`src/sv/assert_macros.svh`:
```
`ifndef ASSERT_MACROS_SVH
`define ASSERT_MACROS_SVH

// same-cycle implication, reset disables the check
`define PCA_ASSERT_SAME(lbl, ck, rn, ante, cons, msg) \
  lbl: assert property (@(posedge ck) disable iff (!rn) (ante) |-> (cons)) \
    else $error(msg);

// next-cycle implication, reset disables the check
`define PCA_ASSERT_NEXT(lbl, ck, rn, ante, cons, msg) \
  lbl: assert property (@(posedge ck) disable iff (!rn) (ante) |=> (cons)) \
    else $error(msg);

`endif

```
`src/sv/pca_pkg.sv`:
```
`timescale 1ns / 1ps
package pca_pkg;

  localparam int SAMPLE_BITS_DEF = 16;
  localparam int CFG_IDX_W       = 3;
  localparam int CFG_DATA_W      = 24;
  localparam int NUM_CHAN        = 3;

  typedef enum logic [CFG_IDX_W-1:0] {
    CFG_WB_RED     = 3'd0,
    CFG_WB_GREEN   = 3'd1,
    CFG_WB_BLUE    = 3'd2,
    CFG_EXPOSURE   = 3'd3,
    CFG_CONTRAST   = 3'd4,
    CFG_BRIGHTNESS = 3'd5,
    CFG_SHADOW_THR = 3'd6,
    CFG_SHADOW_EXP = 3'd7
  } cfg_idx_t;

  typedef struct packed {
    logic        [15:0] wb_gain_red;
    logic        [15:0] wb_gain_green;
    logic        [15:0] wb_gain_blue;
    logic        [23:0] exposure_gain;
    logic signed [15:0] contrast_gain;
    logic signed [17:0] brightness_offset;
    logic        [15:0] shadow_threshold;
    logic        [23:0] shadow_exposure_gain;
  } cfg_t;

  localparam cfg_t CFG_RESET = '{
    wb_gain_red:          16'd4096,
    wb_gain_green:        16'd4096,
    wb_gain_blue:         16'd4096,
    exposure_gain:        24'd65536,
    contrast_gain:        16'sd4096,
    brightness_offset:    18'sd0,
    shadow_threshold:     16'd0,
    shadow_exposure_gain: 24'd65536
  };

endpackage

```
`src/sv/pca_decide.sv`:
```
`timescale 1ns / 1ps
module pca_decide #(
  parameter int SAMPLE_BITS = pca_pkg::SAMPLE_BITS_DEF
) (
  input  logic                           clk,
  input  logic                           en,
  input  logic signed [SAMPLE_BITS+56:0] t_main   [pca_pkg::NUM_CHAN],
  input  logic signed [SAMPLE_BITS+56:0] t_shadow [pca_pkg::NUM_CHAN],
  input  logic [15:0]                    shadow_threshold,
  output logic [7:0]                     pix      [pca_pkg::NUM_CHAN],
  output logic                           shadow_taken
);
  import pca_pkg::*;

  localparam int S  = SAMPLE_BITS;
  localparam int K  = S + 40;
  localparam int TW = S + 57;
  localparam int SW = TW + 2;

  logic signed [SW-1:0] sum;
  logic [17:0]          lim3;
  logic [SW-1:0]        lim;
  logic                 shadow_nxt, shadow_r;
  logic [7:0]           bm_r [NUM_CHAN];
  logic [7:0]           bs_r [NUM_CHAN];

  // floor(255 * t / 2^K) clamped to a byte
  function automatic logic [7:0] to_byte(input logic signed [TW-1:0] t);
    logic [K+7:0] y;
    y = {t[K-1:0], 8'h00} - (K+8)'(t[K-1:0]);
    if (t[TW-1]) begin
      return 8'h00;
    end else if (|t[TW-2:K]) begin
      return 8'hff;
    end else begin
      return y[K+7:K];
    end
  endfunction

  assign sum = SW'(t_main[0]) + SW'(t_main[1]) + SW'(t_main[2]);
  assign lim3 = 18'(shadow_threshold) * 18'd3;
  assign lim  = SW'(lim3) << (K - 16);
  assign shadow_nxt = (shadow_threshold != 16'd0) && ($signed(lim) >= sum);

  always_ff @(posedge clk) begin
    if (en) begin
      shadow_r <= shadow_nxt;
      for (int i = 0; i < NUM_CHAN; i++) begin
        bm_r[i] <= to_byte(t_main[i]);
        bs_r[i] <= to_byte(t_shadow[i]);
      end
    end
  end

  always_comb begin
    for (int i = 0; i < NUM_CHAN; i++) begin
      pix[i] = shadow_r ? bs_r[i] : bm_r[i];
    end
  end

  assign shadow_taken = shadow_r;

endmodule

```
`config.mk`:
```
export PLATFORM = sky130hd
export DESIGN_NAME = pca_decide
export DESIGN_NICKNAME = d
export VERILOG_FILES = /design/src/sv/assert_macros.svh /design/src/sv/pca_pkg.sv /design/src/sv/pca_decide.sv
export SDC_FILE = /design/constraint.sdc
export NUM_CORES = 1
export LEC_CHECK = 0
export BUFFER_PORTS_ARGS = -buffer_cell sky130_fd_sc_hd__buf_2
export CAP_MARGIN = 0
export CORE_UTILIZATION = 58
export CTS_CLUSTER_DIAMETER = 120
export DETAILED_ROUTE_END_ITERATION = 16
export GPL_TIMING_DRIVEN = 0
export PLACE_DENSITY = 0.91
export SLEW_MARGIN = 10
export SYNTH_ARGS = -nofsm -noshare
export SYNTH_HDL_FRONTEND = slang
export SYNTH_SLANG_ARGS = --single-unit
```
`constraint.sdc`:
```
create_clock -name clk -period 6.6 [get_ports clk]
set_input_delay 0 -clock clk [delete_from_list [all_inputs] [get_ports clk]]
set_output_delay 0 -clock clk [all_outputs]
set_load 0.01 [all_outputs]
```
## Word-level counts from Yosys, hierarchy flattened

Memories as Yosys holds them, arrays and structs flattened.
Index checks and enable logic that the tools add are counted.

| cells by class | value |
|---|---|
| shifts and indexed selects | 0 |
| order comparisons | 1 |
| bitwise gates (word level) | 0 |
| mux-type cells | 23 |
| equality and inequality tests | 0 |
| add/sub/neg operators | 8 |
| multiply operators | 1 |
| reductions and logical operators | 8 |
| div/mod/pow operators | 0 |

Operators with widths:

| kind | number |
|---|---|
| $sub 64x56->64 | 6 |
| $mux 8 | 21 |
| $reduce_or 16->1 | 6 |
| $add 74x73->75 | 1 |
| $ge 59x75->1 | 1 |
| $add 73x73->74 | 1 |
| $mul 16x2->18 const B | 1 |
| $reduce_bool 16->1 | 1 |
| $mux 1 | 2 |
| $logic_and 1x1->1 | 1 |

| word-level totals | value |
|---|---|
| latch bits | 0 |
| input port bits | 456 |
| memories | 2 |
| flip-flop bits (word level) | 1 |
| logic and storage cells | 44 |
| ROM bits | 0 |
| bits in writable memories | 48 |

Memory list:

| name | words | bits a word | rd ports | clocked after Yosys merged registers in | write ports | RTL line | RTL |
|---|---|---|---|---|---|---|---|
| bm_r | 3 | 8 | 3 | 0 | 3 | pca_decide.sv:24 | `logic [7:0] bm_r [NUM_CHAN];` |
| bs_r | 3 | 8 | 3 | 0 | 3 | pca_decide.sv:25 | `logic [7:0] bs_r [NUM_CHAN];` |

## Depth between registers and ports, before layout

| logic depth | value |
|---|---|
| depth after elaboration | 4 |
| gate-level depth with buffers | 29 |
| gate-level depth less buffers | 29 |

## Worst setup path after synthesis

Ideal clock, no wire load.

| path | value |
|---|---|
| kind | input -> register |
| from | input port t_main[1] (netlist bit) |
| to | register shadow_r (netlist: shadow_taken), data pin |
| data arrival time | 5.010 ns |
| stages | 27 |
| library setup time | 0.132 ns |
| setup slack | 1.458 ns |
| path through | fa_1 ha_1 inv_1 fa_1 nor2b_1 o31ai_1 a21oi_1 o2111ai_1 a21boi_1 o21a_1 nor2_1 o21bai_1 a41oi_1 xor2_1 ha_1 nand4_1 nor4_1 o31ai_1 nor4_1 o2111ai_1 a2111oi_0 nand4b_1 nor4_2 nand4_1 a31oi_1 and4_1 a41o_1 |

| between the ends | value |
|---|---|
| longest elaborated chain between the ends | 3 |

RTL lines:

| element | RTL line | RTL |
|---|---|---|
| start, declared | pca_decide.sv:7 | `input logic signed [SAMPLE_BITS+56:0] t_main [pca_pkg::NUM_CHAN],` |
| $add 74x73->75 | pca_decide.sv:40 | `assign sum = SW'(t_main[0]) + SW'(t_main[1]) + SW'(t_main[2]);` |
| $ge 59x75->1 | pca_decide.sv:43 | `assign shadow_nxt = (shadow_threshold != 16'd0) && ($signed(lim) >= sum);` |
| $logic_and 1x1->1 | pca_decide.sv:43 |  |
| via shadow_nxt | pca_decide.sv:23 | `logic shadow_nxt, shadow_r;` |
| end signal, assigned | pca_decide.sv:47 | `shadow_r <= shadow_nxt;` |
| end, declared | pca_decide.sv:23 |  |

The timed path passes the listed nets, and every way through them passes these cells.
A chain may end at the register's enable or synchronous reset.

## Worst setup path after layout

| path | value |
|---|---|
| from | input port t_main[177] (netlist bit) |
| to | register shadow_r (netlist: shadow_taken), data pin |

| between the ends | value |
|---|---|
| longest elaborated chain between the ends | 4 |

RTL lines:

| element | RTL line |
|---|---|
| $add 73x73->74 | pca_decide.sv:40 |
| $add 74x73->75 | pca_decide.sv:40 |
| $ge 59x75->1 | pca_decide.sv:43 |
| $logic_and 1x1->1 | pca_decide.sv:43 |
| via shadow_nxt | pca_decide.sv:23 |

The timed path passes the listed nets, and every way through them passes these cells.

==> results.toml <==
[drt]
antenna_left = 0
via_per_inst = 6.44
drt_iter0_markers = 2280
first_pass_iters = 6
wl_per_cell_um = 19.6
wirelength_um = 76000
drc = 0
vias = 25000

[yosys]
synth_nets = 3841
syn-instance-count = 2907
ys_types = 82
avgSynthCellArea_um2 = 7.43
syn_area_um2 = 21600
synth_enable_flop_cells = 49
yosysSeqAreaShare_pct = 6.82
yosys_warnings = 0
synth-main-ff-cell = "edfxtp_1"
ys_async_sr_fraction_pct = 0
ys_seq_elements = 49

[clock_tree]
hold_buffers = 0
root_buffer = "clkbuf_16"
cts.clk_slew.worst_paths_ps = 60
htreeDepth = 2
clkSinkCount = 49
cts_made_buffers = 5
clockBufferDepth = 2
cts_tree = "done"

[critical_path]
crit_family = "compound AO/OA/AOI/OAI gates"
cp_slowest_cell = "nor4_4"
start_kind = "input pin"
criticalPathCategory = "in2reg"
critPathMaxFanout = 8
arrival_ps = 6610
max_stage_delay_ps = 510
cp.required_ps = 6740
critPathCaptureType = "register"
cp_num_buf_inv = 2

[global_route]
grtUsageMet1_pct = 45.7
grt-ovfl-total = 0
grt_util_met3_pct = 8.71
met2_usage_pct = 62.8
antenna_found_initial = 19
busiest_layer = "met2"
grt_use_total_pct = 38.4
grt_max_degree = 50
grt_pass1_vias = 23500
grt_pass1_wl_um = 118000

[layout]
layout_commonest_cell = "buf_2"
syn_to_final_growth_pct = 15.5
final_cell_mix = "buf_2 (484), ha_1 (403), inv_1 (393)"
nNetsFinal = 4328
n_fill_cell = 3084
drive_gt1_share_pct = 17.1

[power_and_ir_drop]
pwr_density_cell_nw_per_um2 = 140
p_int_mw = 1.69
pwr-share-clk_pct = 7.9
p_leak_nw = 13.2
switchingPower_mw = 1.79
fin_total_pwr_mw = 3.48
switching_share_pct = 51.5
p_seq_share_pct = 10.9
combPwrFrac_pct = 81.2
peakVddDrop_mv = 0.109

[timing]
min_period_ps = 6470
fmax_mhz = 155
slew_headroom_pct = 17.8
setup_viol = 0
worst_pin_slew_ps = 1200
timing.final.crit_share_pct = 98.0
rsz0062_at_grt = "no"
hold_viol_final = 0
final.setup.tns_ps = 0
drv_slew = 0

[die]
rows = 70
coreArea_um2 = 36600
start_util_pct = 59.0
die_area_um2 = 38000
die_width_um = 195
ioPinCount = 481
die_y_um = 195

[placement]
gp_congestion = 1.08
port-buffer-count = 477
hpwl_um = 65700

[hold_path]
hold_class = "in2reg"
whs_path_depth = 2
hp-start = "t_shadow[54]"
worstHoldEndpoint = "bs_r[0][23]$_SDFFCE_PP0P_"

[run_status]
outcome = "completed"

[flow_run]
maxCapViolCount = 0
worst max-delay path by stage:
stage | start | end | slack (ps) | depth (start not counted)
5_1_grt | t_main[15] | shadow_taken$_DFFE_PP_ | 7 | 25
4_1_cts | t_main[2] | shadow_taken$_DFFE_PP_ | 40 | 26
3_5_place_dp | t_main[2] | shadow_taken$_DFFE_PP_ | -1000 | 26
6_report | t_main[177] | shadow_taken$_DFFE_PP_ | 130 | 25
3_3_place_gp | t_main[2] | shadow_taken$_DFFE_PP_ | -890 | 26
2_1_floorplan | t_main[1] | shadow_taken$_DFFE_PP_ | 1460 | 27
power by group through the flow:
stage	Clock (mW)	Combinational, mW	Sequential, mW
2_1_floorplan	0	1.87	0.383
3_3_place_gp	0	2.61	0.385
3_5_place_dp	0	2.67	0.386
4_1_cts	0.278	2.70	0.380
5_1_grt	0.293	3.09	0.382
6_report	0.275	2.82	0.379
stage by stage:
stage                     hold WS (ps)  cell area (um2)  utilization (%)  cells  worst slack [ps]
after floorplan                    112            21600                -   2907              1460
after global placement             381            24600             67.1   3852              -890
after detailed placement           363            24600             67.1   3852             -1000
after CTS                         79.8            24800             67.6   3860              42.2
after global routing               103            24900             68.0   3881              6.56
final                             80.6            24900             68.1   3886               134
synthesized netlist by cell type (49+ instances only):
master | n | area [um2]
inv_1 | 393 | 1480
nor2_1 | 157 | 589
a21o_1 | 228 | 1710
xnor2_1 | 61 | 534
nand4_1 | 79 | 494
ha_1 | 403 | 5040
o21ai_0 | 168 | 841
edfxtp_1 | 49 | 1470
fa_1 | 75 | 1500
nand2_1 | 172 | 646
nand3_1 | 74 | 370
a21oi_1 | 333 | 1670
nor2b_1 | 49 | 307
per-layer routing:
metal	vias to the layer above	share of wire [%]
li1	11800	-
met1	11400	37
met2	1438	44
met3	364	12
met4	0	7.2
met5	-	0
state kept, by name, indices dropped and copies added, names as in the netlist:
| register | count |
|---|---|
| shadow_taken | 1 |
| bm_r | 24 |
| bs_r | 24 |
repair_timing:
item	CTS	global route
gates cloned	0	0
resized for setup	6	24
pin swaps	1	6
buffers inserted	1	2
endpoints found under the setup margin	1	1
layout make-up:
type / instances / area [um2] / area share (%)
well taps: 468 / 586 / 2.35
diodes: 24 / 60.1 / 0.241
multi-input cells: 2413 / 18500 / 74.3
flip-flops and latches: 49 / 1470 / 5.90
plain buffers: 52 / 249 / 0.999
clock buffers: 5 / 125 / 0.502
inverters: 393 / 1480 / 5.92
clock inverters: 2 / 35.0 / 0.141
repair buffers: 480 / 2410 / 9.67
cells by family (layout without fill, tap and decap cells):
family                   count (synthesis)  in the layout  share of synthesized area (%)
AO/OA/AOI/OAI                         1054           1054                           31.6
multiplexers                            34             34                           1.72
buffers and inverters                  445            932                           7.99
other                                    0             24                              0
AND/OR/NAND/NOR                        768            768                           18.4
XOR/XNOR                                79             79                           3.21
adder cells (fa/ha/maj)                478            478                           30.3
flip-flops                              49             49                           6.82
Power figures use the tool's default switching activity.
